[src/sv/assert_macros.svh]
// Assertion macros shared by the RTL of the identifier lexer.
// No dependencies; take in by include where assertions are written.
`ifndef ASSERT_MACROS_SVH
`define ASSERT_MACROS_SVH
`ifndef SYNTHESIS
// property must hold at every clock edge out of reset
`define CIL_ASSERT(lbl, clk, rstn, prop) \
  lbl: assert property (@(posedge clk) disable iff (!rstn) prop) \
    else $error("lexer assertion failed");
// expression must never be true out of reset
`define CIL_NEVER(lbl, clk, rstn, expr) \
  lbl: assert property (@(posedge clk) disable iff (!rstn) !(expr)) \
    else $error("lexer forbidden condition seen");
`else
`define CIL_ASSERT(lbl, clk, rstn, prop)
`define CIL_NEVER(lbl, clk, rstn, expr)
`endif
`endif

[src/sv/cil_pkg.sv]
// Package for the C identifier lexer: constants, character classes, types.
// No dependencies.
package cil_pkg;

  localparam int MAX_TOKEN_CHARS_DEF = 31;
  localparam int MAX_NEST_DEPTH_DEF  = 15;
  localparam int POS_W               = 5;
  localparam int QUEUE_DEPTH         = 2;

  localparam logic [7:0] CH_BSLASH = 8'h5C;
  localparam logic [7:0] CH_SQUOTE = 8'h27;
  localparam logic [7:0] CH_DQUOTE = 8'h22;
  localparam logic [7:0] CH_HASH   = 8'h23;
  localparam logic [7:0] CH_ZERO   = 8'h30;
  localparam logic [7:0] CH_UNDER  = 8'h5F;
  localparam logic [7:0] CH_STAR   = 8'h2A;
  localparam logic [7:0] CH_SLASH  = 8'h2F;

  localparam logic [7:0] INCLUDE_WORD [8] = '{8'h23, 8'h69, 8'h6E, 8'h63,
                                              8'h6C, 8'h75, 8'h64, 8'h65};

  typedef enum logic {DR_IDLE, DR_RUN} drain_state_t;

  // back end status seen by the front end
  typedef struct packed {
    logic active;  // a token is being drained
    logic done;    // last read of a bank issued this cycle
    logic bank;
  } drain_stat_t;

  function automatic logic is_letter(input logic [7:0] c);
    return (c >= 8'h41 && c <= 8'h5A) || (c >= 8'h61 && c <= 8'h7A);
  endfunction

  function automatic logic is_digit(input logic [7:0] c);
    return c >= 8'h30 && c <= 8'h39;
  endfunction

endpackage

[src/sv/c_identifier_lexer_top.sv]
// Top level of the C identifier lexer: front end, descriptor queue, back end, store.
// Depends on cil_pkg, cil_ram, cil_front, cil_queue, cil_back, assert_macros.svh.
//
//  channel | direction | handshake            | payload
//  in_     | in        | in_valid / in_ready   | source_byte[7:0], end_of_file
//  out_    | out       | out_valid / out_ready | token_char[7:0], char_position[4:0],
//          |           |                       | last_of_token
//  cfg_    | in        | cfg_valid / cfg_ready | nested_comments
//
// One source byte is taken per cycle. A kept token is presented once its descriptor has
// passed the queue and the back end, one character per cycle while out_ready is high; the
// back end returns to its idle state to fetch a descriptor between tokens drained back to back.
// Input stalls only while both store banks hold tokens not yet read out.
// Reset is synchronous: lexer state clears and comments become flat.
`include "assert_macros.svh"
module c_identifier_lexer_top import cil_pkg::*; #(
  parameter int MAX_TOKEN_CHARS = MAX_TOKEN_CHARS_DEF,
  parameter int MAX_NEST_DEPTH  = MAX_NEST_DEPTH_DEF
) (
  input  logic             clk,
  input  logic             rst_n,
  input  logic             in_valid,
  output logic             in_ready,
  input  logic [7:0]       in_source_byte,
  input  logic             in_end_of_file,
  output logic             out_valid,
  input  logic             out_ready,
  output logic [7:0]       out_token_char,
  output logic [POS_W-1:0] out_char_position,
  output logic             out_last_of_token,
  input  logic             cfg_valid,
  output logic             cfg_ready,
  input  logic             cfg_nested_comments
);

  localparam int LW = $clog2(MAX_TOKEN_CHARS + 1);
  localparam int IW = $clog2(MAX_TOKEN_CHARS);

  logic          wr_en, rd_en;
  logic [IW:0]   wr_addr, rd_addr;
  logic [7:0]    wr_data;
  logic          q_push, q_pop, q_empty, q_full;
  logic [LW:0]   q_wdata, q_rdata;
  logic [1:0]    busy;
  drain_stat_t   drain_stat;

  cil_front #(
    .MAX_TOKEN_CHARS (MAX_TOKEN_CHARS),
    .MAX_NEST_DEPTH  (MAX_NEST_DEPTH)
  ) u_front (
    .clk                 (clk),
    .rst_n               (rst_n),
    .in_valid            (in_valid),
    .in_ready            (in_ready),
    .in_source_byte      (in_source_byte),
    .in_end_of_file      (in_end_of_file),
    .cfg_valid           (cfg_valid),
    .cfg_ready           (cfg_ready),
    .cfg_nested_comments (cfg_nested_comments),
    .wr_en               (wr_en),
    .wr_addr             (wr_addr),
    .wr_data             (wr_data),
    .q_push              (q_push),
    .q_wdata             (q_wdata),
    .drain_stat          (drain_stat),
    .busy                (busy)
  );

  cil_ram #(
    .WIDTH (8),
    .DEPTH (2 * (2 ** IW))
  ) u_store (
    .clk   (clk),
    .we    (wr_en),
    .waddr (wr_addr),
    .wdata (wr_data),
    .re    (rd_en),
    .raddr (rd_addr),
    .rdata (out_token_char)
  );

  cil_queue #(
    .WIDTH (LW + 1),
    .DEPTH (QUEUE_DEPTH)
  ) u_queue (
    .clk   (clk),
    .rst_n (rst_n),
    .push  (q_push),
    .wdata (q_wdata),
    .pop   (q_pop),
    .rdata (q_rdata),
    .empty (q_empty),
    .full  (q_full)
  );

  cil_back #(
    .MAX_TOKEN_CHARS (MAX_TOKEN_CHARS)
  ) u_back (
    .clk               (clk),
    .rst_n             (rst_n),
    .q_empty           (q_empty),
    .q_rdata           (q_rdata),
    .q_pop             (q_pop),
    .rd_en             (rd_en),
    .rd_addr           (rd_addr),
    .drain_stat        (drain_stat),
    .out_valid         (out_valid),
    .out_ready         (out_ready),
    .out_char_position (out_char_position),
    .out_last_of_token (out_last_of_token)
  );

  // each busy bank has exactly one descriptor queued or in drain
  `CIL_NEVER(a_queue_overflow, clk, rst_n, q_push && q_full && !q_pop)
  `CIL_ASSERT(a_release_busy, clk, rst_n, drain_stat.done |-> busy[drain_stat.bank])
  `CIL_ASSERT(a_stall_cause, clk, rst_n, !in_ready |-> (!q_empty || drain_stat.active))
  `CIL_NEVER(a_write_read_clash, clk, rst_n, wr_en && rd_en && (wr_addr[IW] == rd_addr[IW]))

endmodule

[src/sv/cil_ram.sv]
// Generic single write, single read RAM with registered read data.
// No dependencies.
module cil_ram #(
  parameter int WIDTH = 8,
  parameter int DEPTH = 64
) (
  input  logic                     clk,
  input  logic                     we,
  input  logic [$clog2(DEPTH)-1:0] waddr,
  input  logic [WIDTH-1:0]         wdata,
  input  logic                     re,
  input  logic [$clog2(DEPTH)-1:0] raddr,
  output logic [WIDTH-1:0]         rdata
);

  logic [WIDTH-1:0] mem [DEPTH];

  always_ff @(posedge clk) begin
    if (we) begin
      mem[waddr] <= wdata;
    end
    if (re) begin
      rdata <= mem[raddr];
    end
  end

endmodule

[src/sv/cil_front.sv]
// Front end: comment/quote/escape filter, token collection into a banked store,
// keep decision and descriptor push. Depends on cil_pkg.
module cil_front import cil_pkg::*; #(
  parameter int MAX_TOKEN_CHARS = MAX_TOKEN_CHARS_DEF,
  parameter int MAX_NEST_DEPTH  = MAX_NEST_DEPTH_DEF,
  localparam int LW = $clog2(MAX_TOKEN_CHARS + 1),
  localparam int IW = $clog2(MAX_TOKEN_CHARS)
) (
  input  logic          clk,
  input  logic          rst_n,
  input  logic          in_valid,
  output logic          in_ready,
  input  logic [7:0]    in_source_byte,
  input  logic          in_end_of_file,
  input  logic          cfg_valid,
  output logic          cfg_ready,
  input  logic          cfg_nested_comments,
  output logic          wr_en,
  output logic [IW:0]   wr_addr,
  output logic [7:0]    wr_data,
  output logic          q_push,
  output logic [LW:0]   q_wdata,
  input  drain_stat_t   drain_stat,
  output logic [1:0]    busy
);

  localparam int DW = $clog2(MAX_NEST_DEPTH + 1);

  logic          nested_r;
  logic          esc_r, esc_nxt;
  logic          dq_r, dq_nxt;
  logic          sq_r, sq_nxt;
  logic          slash_r, slash_nxt;
  logic          star_r, star_nxt;
  logic [DW-1:0] depth_r, depth_nxt;
  logic          coll_r, coll_nxt;
  logic [LW-1:0] len_r, len_nxt;
  logic [7:0]    first_r, first_nxt;
  logic          match_r, match_nxt;
  logic          wbank_r, wbank_nxt;
  logic [1:0]    busy_r, busy_nxt;

  logic       in_fire;
  logic       pass, blocked, finish, keep;
  logic [7:0] c;

  assign in_fire   = in_valid && in_ready;
  assign in_ready  = !busy_r[wbank_r];
  assign cfg_ready = 1'b1;
  assign c         = in_source_byte;
  assign busy      = busy_r;

  always_ff @(posedge clk) begin
    if (!rst_n) begin
      nested_r <= 1'b0;
    end else if (cfg_valid) begin
      nested_r <= cfg_nested_comments;
    end
  end

  // filter
  always_comb begin
    esc_nxt   = esc_r;
    dq_nxt    = dq_r;
    sq_nxt    = sq_r;
    slash_nxt = slash_r;
    star_nxt  = star_r;
    depth_nxt = depth_r;
    pass      = 1'b0;
    blocked   = 1'b0;
    if (esc_r) begin
      esc_nxt = 1'b0;
    end else if (c == CH_BSLASH) begin
      esc_nxt = 1'b1;
    end else begin
      if (!dq_r && !sq_r) begin
        if (c == CH_STAR && depth_r != '0 && !slash_r) begin
          star_nxt = 1'b1;
          blocked  = 1'b1;
        end else if (c == CH_SLASH && star_r) begin
          if (depth_r != '0) depth_nxt = depth_r - 1'b1;
          star_nxt = 1'b0;
          blocked  = 1'b1;
        end else begin
          star_nxt = 1'b0;
          if (c == CH_SLASH) begin
            slash_nxt = 1'b1;
            blocked   = 1'b1;
          end else if (c == CH_STAR && slash_r) begin
            if (!nested_r) begin
              depth_nxt = DW'(1);
            end else if (depth_r < DW'(MAX_NEST_DEPTH)) begin
              depth_nxt = depth_r + 1'b1;
            end
            slash_nxt = 1'b0;
            blocked   = 1'b1;
          end else begin
            slash_nxt = 1'b0;
            if (depth_r != '0) blocked = 1'b1;
          end
        end
      end
      if (!blocked) begin
        if (c == CH_DQUOTE && !sq_r) begin
          dq_nxt = !dq_r;
        end else if (!dq_r) begin
          if (c == CH_SQUOTE) begin
            sq_nxt = !sq_r;
          end else if (!sq_r) begin
            pass = 1'b1;
          end
        end
      end
    end
  end

  // a '#' token survives only as exactly "#include"; '0' tokens never survive
  assign keep = coll_r && (first_r != CH_ZERO) &&
                ((first_r != CH_HASH) || (len_r == LW'(8) && match_r));

  always_comb begin
    coll_nxt  = coll_r;
    len_nxt   = len_r;
    first_nxt = first_r;
    match_nxt = match_r;
    wbank_nxt = wbank_r;
    busy_nxt  = busy_r;
    finish    = 1'b0;
    wr_en     = 1'b0;
    wr_addr   = {wbank_r, len_r[IW-1:0]};
    wr_data   = c;
    if (drain_stat.done) busy_nxt[drain_stat.bank] = 1'b0;
    if (in_fire) begin
      if (in_end_of_file) begin
        finish = 1'b1;
      end else if (pass) begin
        if (!coll_r) begin
          if (is_letter(c) || c == CH_UNDER || c == CH_ZERO || c == CH_HASH) begin
            wr_en     = 1'b1;
            wr_addr   = {wbank_r, {IW{1'b0}}};
            first_nxt = c;
            len_nxt   = LW'(1);
            coll_nxt  = 1'b1;
            match_nxt = (c == CH_HASH);
          end
        end else if (is_letter(c) || is_digit(c) || c == CH_UNDER) begin
          if (len_r < LW'(MAX_TOKEN_CHARS)) begin
            wr_en   = 1'b1;
            len_nxt = len_r + 1'b1;
            if (len_r < LW'(8)) begin
              match_nxt = match_r && (c == INCLUDE_WORD[len_r[2:0]]);
            end
          end
        end else begin
          finish = 1'b1;
        end
      end
    end
    if (finish) begin
      coll_nxt = 1'b0;
      len_nxt  = '0;
      if (keep) begin
        busy_nxt[wbank_r] = 1'b1;
        wbank_nxt         = !wbank_r;
      end
    end
  end

  assign q_push  = finish && keep;
  assign q_wdata = {wbank_r, len_r};

  always_ff @(posedge clk) begin
    if (!rst_n) begin
      esc_r   <= 1'b0;
      dq_r    <= 1'b0;
      sq_r    <= 1'b0;
      slash_r <= 1'b0;
      star_r  <= 1'b0;
      depth_r <= '0;
      coll_r  <= 1'b0;
      len_r   <= '0;
      match_r <= 1'b0;
      wbank_r <= 1'b0;
      busy_r  <= '0;
    end else begin
      coll_r  <= coll_nxt;
      len_r   <= len_nxt;
      match_r <= match_nxt;
      wbank_r <= wbank_nxt;
      busy_r  <= busy_nxt;
      if (in_fire && in_end_of_file) begin
        esc_r   <= 1'b0;
        dq_r    <= 1'b0;
        sq_r    <= 1'b0;
        slash_r <= 1'b0;
        star_r  <= 1'b0;
        depth_r <= '0;
      end else if (in_fire) begin
        esc_r   <= esc_nxt;
        dq_r    <= dq_nxt;
        sq_r    <= sq_nxt;
        slash_r <= slash_nxt;
        star_r  <= star_nxt;
        depth_r <= depth_nxt;
      end
    end
  end

  always_ff @(posedge clk) begin
    first_r <= first_nxt;
  end

endmodule

[src/sv/cil_queue.sv]
// Small register queue carrying token descriptors from front to back end.
// Depends on cil_pkg.
module cil_queue import cil_pkg::*; #(
  parameter int WIDTH = 7,
  parameter int DEPTH = QUEUE_DEPTH
) (
  input  logic             clk,
  input  logic             rst_n,
  input  logic             push,
  input  logic [WIDTH-1:0] wdata,
  input  logic             pop,
  output logic [WIDTH-1:0] rdata,
  output logic             empty,
  output logic             full
);

  localparam int PW = $clog2(DEPTH);

  logic [WIDTH-1:0] entry_r [DEPTH];
  logic [PW-1:0]    wptr_r, rptr_r;
  logic [PW:0]      cnt_r;

  assign empty = (cnt_r == '0);
  assign full  = (cnt_r == (PW+1)'(DEPTH));
  assign rdata = entry_r[rptr_r];

  always_ff @(posedge clk) begin
    if (!rst_n) begin
      wptr_r <= '0;
      rptr_r <= '0;
      cnt_r  <= '0;
    end else begin
      if (push) wptr_r <= wptr_r + 1'b1;
      if (pop)  rptr_r <= rptr_r + 1'b1;
      if (push && !pop) begin
        cnt_r <= cnt_r + 1'b1;
      end else if (pop && !push) begin
        cnt_r <= cnt_r - 1'b1;
      end
    end
  end

  always_ff @(posedge clk) begin
    if (push) entry_r[wptr_r] <= wdata;
  end

endmodule

[src/sv/cil_back.sv]
// Back end: takes token descriptors and reads the characters out of the store, one per cycle
// while out_ready allows; the RAM read register is the output register. Depends on cil_pkg.
module cil_back import cil_pkg::*; #(
  parameter int MAX_TOKEN_CHARS = MAX_TOKEN_CHARS_DEF,
  localparam int LW = $clog2(MAX_TOKEN_CHARS + 1),
  localparam int IW = $clog2(MAX_TOKEN_CHARS)
) (
  input  logic             clk,
  input  logic             rst_n,
  input  logic             q_empty,
  input  logic [LW:0]      q_rdata,
  output logic             q_pop,
  output logic             rd_en,
  output logic [IW:0]      rd_addr,
  output drain_stat_t      drain_stat,
  output logic             out_valid,
  input  logic             out_ready,
  output logic [POS_W-1:0] out_char_position,
  output logic             out_last_of_token
);

  drain_state_t     state_r, state_nxt;
  logic [LW-1:0]    idx_r, idx_nxt;
  logic [LW-1:0]    len_r, len_nxt;
  logic             bank_r, bank_nxt;
  logic             ov_r, ov_nxt;
  logic [POS_W-1:0] pos_r, pos_nxt;
  logic             lastf_r, lastf_nxt;
  logic             is_last;

  assign is_last = (idx_r + 1'b1 == len_r);
  assign rd_addr = {bank_r, idx_r[IW-1:0]};

  always_comb begin
    state_nxt = state_r;
    idx_nxt   = idx_r;
    len_nxt   = len_r;
    bank_nxt  = bank_r;
    ov_nxt    = ov_r;
    pos_nxt   = pos_r;
    lastf_nxt = lastf_r;
    q_pop     = 1'b0;
    rd_en     = 1'b0;
    drain_stat.active = (state_r == DR_RUN);
    drain_stat.done   = 1'b0;
    drain_stat.bank   = bank_r;
    if (out_ready) ov_nxt = 1'b0;
    case (state_r)
      DR_IDLE: begin
        if (!q_empty) begin
          q_pop     = 1'b1;
          bank_nxt  = q_rdata[LW];
          len_nxt   = q_rdata[LW-1:0];
          idx_nxt   = '0;
          state_nxt = DR_RUN;
        end
      end
      DR_RUN: begin
        if (!ov_r || out_ready) begin
          rd_en     = 1'b1;
          ov_nxt    = 1'b1;
          pos_nxt   = POS_W'(idx_r);
          lastf_nxt = is_last;
          idx_nxt   = idx_r + 1'b1;
          if (is_last) begin
            drain_stat.done = 1'b1;
            state_nxt       = DR_IDLE;
          end
        end
      end
      default: state_nxt = DR_IDLE;
    endcase
  end

  always_ff @(posedge clk) begin
    if (!rst_n) begin
      state_r <= DR_IDLE;
      ov_r    <= 1'b0;
    end else begin
      state_r <= state_nxt;
      ov_r    <= ov_nxt;
    end
  end

  always_ff @(posedge clk) begin
    idx_r   <= idx_nxt;
    len_r   <= len_nxt;
    bank_r  <= bank_nxt;
    pos_r   <= pos_nxt;
    lastf_r <= lastf_nxt;
  end

  assign out_valid         = ov_r;
  assign out_char_position = pos_r;
  assign out_last_of_token = lastf_r;

endmodule

[config.mk]
export PLATFORM = sky130hd
export DESIGN_NAME = c_identifier_lexer_top
export DESIGN_NICKNAME = d
export VERILOG_FILES = /design/src/sv/cil_pkg.sv /design/src/sv/c_identifier_lexer_top.sv /design/src/sv/cil_ram.sv /design/src/sv/cil_front.sv /design/src/sv/cil_queue.sv /design/src/sv/cil_back.sv
export VERILOG_INCLUDE_DIRS = /design/src /design/src/sv
export SDC_FILE = /design/constraint.sdc
export NUM_CORES = 1
export LEC_CHECK = 0
export ABC_AREA = 0
export BUFFER_PORTS_ARGS = -buffer_cell sky130_fd_sc_hd__buf_2
export CAP_MARGIN = 10
export CORE_AREA = 2 2 210 212
export DETAILED_ROUTE_END_ITERATION = 8
export DIE_AREA = 0 0 212 214
export PLACE_DENSITY = 0.7
export RECOVER_POWER = 25
export SYNTH_ARGS = -nofsm -noshare
export SYNTH_HDL_FRONTEND = slang
export SYNTH_SLANG_ARGS = --single-unit
[constraint.sdc]
create_clock -name clk -period 3.1 [get_ports clk]
set_clock_uncertainty 0.05 [all_clocks]
set_input_delay 0.31 -clock clk [delete_from_list [all_inputs] [get_ports clk]]
set_output_delay 0.31 -clock clk [all_outputs]
set_load 0.01 [all_outputs]
==> results.yml <==
setup_path:
  critPathCaptureType: "register"
  cp_top_family: "buffers and inverters"
  arrival_ns: 3.22
  cpPeakStageDelay_ns: 0.62
  cpMostUsedCell: "buf_4"
  path_class: "primary input to register"
  crit_fanout: 11
  critPathBufInv: 5
  crit_chain: "dlygate4sd3_1, buf_2, nor3b_1, a32oi_1, a211oi_4, buf_12, nand4_2, buf_4, nor2_1, buf_4"
  critPathRequiredTime_ns: 3.35
  worst_path_max_delay_cell: "nor3b_1"
  cp-start-kind: "primary input"
grt:
  grtUsageTotal_pct: 23.3
  antenna_found_initial: 3
  grt_max_degree: 68
  grt_pass1_wl_mm: 76.6
  grt_pass1_vias: 12100
  overflow: 0
yosys:
  yosys.area_share.simple_pct: 5.30
  synth.distinct_cells: 68
  synth_edf_count: 557
  ys_ff_latch: 583
  avgSynthCellArea_um2: 19.9
  synthTopCellsByArea: "edfxtp_1 (72%), mux4_2 (15%), dfxtp_1 (2.2%), nor2_1 (1.3%), clkbuf_1 (0.61%)"
  syn-cell-area_um2: 23400
  syn_inst: 1174
  synth_compound_area_share_pct: 2.28
  synth-main-ff-cell: "edfxtp_1"
  yosysTopAreaCell: "edfxtp_1"
  synthMuxAreaShare_pct: 16.1
  synth_top_family_by_area: "multiplexers"
  synth_adder_area_share_pct: 0.535
  postSynth.asyncResetShare_pct: 0
  yosysWarnings: 0
  ys_seq_area_share_pct: 73.7
  synth-xor-area-share_pct: 0.695
  synth_top_area_share_pct: 71.5
sta:
  layout_setup_ws_ns: 0.137
  worst_pin_slew_ns: 2.23
  setup_violations: 0
  rsz0062_at_grt: "no"
  max_freq_ghz: 0.337
  tns_ns: 0
  drv_slew: 85
  post-route-period-util_pct: 95.6
  hold_violations: 0
  timing.slew.headroom_pct: -48.8
  post-route-min-period_ns: 2.96
power:
  ir_drop_mv: 0.466
  leakagePower_nw: 8.64
  finalPower_w: 0.0213
  p_per_area_nw_per_um2: 789
cts:
  insertion_delay_ns: 0.61
  clkSinkCount: 583
  clk_path_buf_depth: 3
  ctsRootBufferMaster: "clkbuf_16"
  ctsHtreeMaxLevel: 2
  cts_setup_buffers: 0
  cts_tree: "done"
  path_clk_slew_ns: 0.06
  numCtsBuffers: 55
route:
  wl_per_cell_um: 25.9
  vias_per_cell: 6.02
  met1_length_mm: 20.8
  drt_iter0_drc: 1277
  vias: 11900
  wirelength_mm: 51.1
  routed-wl-met3_mm: 3.66
  ant_nets: 0
  route.met2.wl_mm: 24.8
  top_layer_used: "met4"
  firstDrtPassIters: 5
  drc: 0
placement:
  post-place-ws_ns: 0.0172
  portBuffers: 30
  dpl.hpwl_mm: 33.1
  gp_congestion: 0.849
layout:
  layout.nets: 1366
  area_growth_pct: 15.2
  final_common_cell: "edfxtp_1"
  final_cell_mix: "edfxtp_1 (557), mux4_2 (160), buf_4 (103), nor2_1 (84), clkbuf_16 (57)"
  layout-drive-gt1-share_pct: 29.2
die:
  start_util_pct: 54.5
  die_w_um: 212
  placeableCoreArea_um2: 42900
  num_rows: 76
  die_height_um: 214
  io_pins: 32
  dieArea_um2: 45400
status:
  outcome: "complete, but fails checks"
  violations: "capacitance limit, slew limit"
worst_hold_path:
  holdCritPathClass: "primary input to register"
flow_run:
  cap_violations: 2
-- cell usage after synthesis, types with 3 or more instances --
cell      instances
o21ai_0          15
and3_1            4
edfxtp_1        557
or3_1            10
mux2i_1           5
clkbuf_1         38
nor4_1            6
xor2_1            7
nand4_1           6
a311oi_1          4
nand3b_1          4
nor3b_1           3
nand2_1          36
and2_1            7
or2_2             4
nor2b_1           9
nand3_1          17
dfxtp_1          26
buf_2            15
mux4_2          160
buf_1             7
xnor2_1           9
mux2_2            7
a31oi_1           4
ha_1             10
a22oi_1          16
nand2b_1          8
nand4_2           5
inv_1            14
nor2_1           84
a21oi_1          16
nor3_1           15
-- logic make-up after synthesis --
family,after synthesis
AND/OR/NAND/NOR,235
AO/OA/AOI/OAI,77
XOR/XNOR,17
buffers and inverters,77
adder cells (fa/ha/maj),10
multiplexers,173
other,2
flip-flops,583
-- repair_timing --
action | 4_1_cts | 5_1_grt
gates resized for setup | 0 | 5
hold buffers | 6 | 0
hold endpoints to repair | 8 | 0
setup endpoints to repair | 0 | 117
-- where the power goes --
part | leakage, nW | internal [W] | switching [W]
registers | 5.24 | 0.00893 | 0.000155
clock network | 0.864 | 0.00385 | 0.00278
logic | 2.54 | 0.00270 | 0.00283
total | 8.64 | 0.0155 | 0.00577
-- final timing paths --
| kind | startpoint | endpoint | slack [ns] | depth (start not counted) |
|---|---|---|---|---|
| setup / recovery | in_source_byte[7] | u_store.mem[14][6] | 0.14 | 10 |
| hold / removal | in_valid | u_front.esc_r | 0.04 | 4 |
| setup reg to reg | u_front.wbank_r | u_store.mem[14][6] | 0.14 | 9 |
| hold reg to reg | u_front.esc_r | u_front.esc_r | 0.42 | 2 |
-- registers in the layout, indices dropped and copies added, names as in the netlist, 2 cells and up --
signal and flops:
u_back.idx_r 5, u_back.len_r 5, u_back.out_char_position 5, u_front.busy 2
u_front.depth_r 4, u_front.first_r 8, u_front.len_r 5, u_queue.cnt_r 2
u_queue.entry_r 12, u_store.mem 512, u_store.rdata 8
-- stage by stage --
step,hold slack (ns),instance area [µm²],util [%],std cells
6_report,0.0363,26900,62.8,1972
3_3_place_gp,0.412,25100,58.6,1863
4_1_cts,0.0125,27000,62.8,1971
3_5_place_dp,0.421,25100,58.6,1863
2_1_floorplan,0.359,23500,-,1189
5_1_grt,0.0291,26900,62.8,1971
-- worst register-to-register path: stages, from the launching register on --
cell      delay, ns
dfxtp_1        0.39
mux2i_4        0.30
nand2_2        0.13
or4_4          0.57
a211oi_4       0.27
buf_12         0.18
nand4_2        0.16
buf_4          0.22
nor2_1         0.18
buf_4          0.22
-- metal layers --
metal | up-vias | global-route usage, %
met5 | - | 0
met3 | 104 | 4.35
met4 | 0 | 8.87
met1 | 6184 | 32.6
li1 | 5155 | -
met2 | 435 | 37.0
-- final cells by class --
type                            instances  area, µm²
Antenna cell                            1       2.50
Clock buffer                           71       1480
Clock inverter                         31        294
Fill cell                            2908      15900
Inverter                               14       52.6
Multi-Input combinational cell        529       5910
Sequential cell                       583      17200
Tap cell                              585        732
Timing Repair Buffer                  158       1230
(Power assumes the default switching activity.)
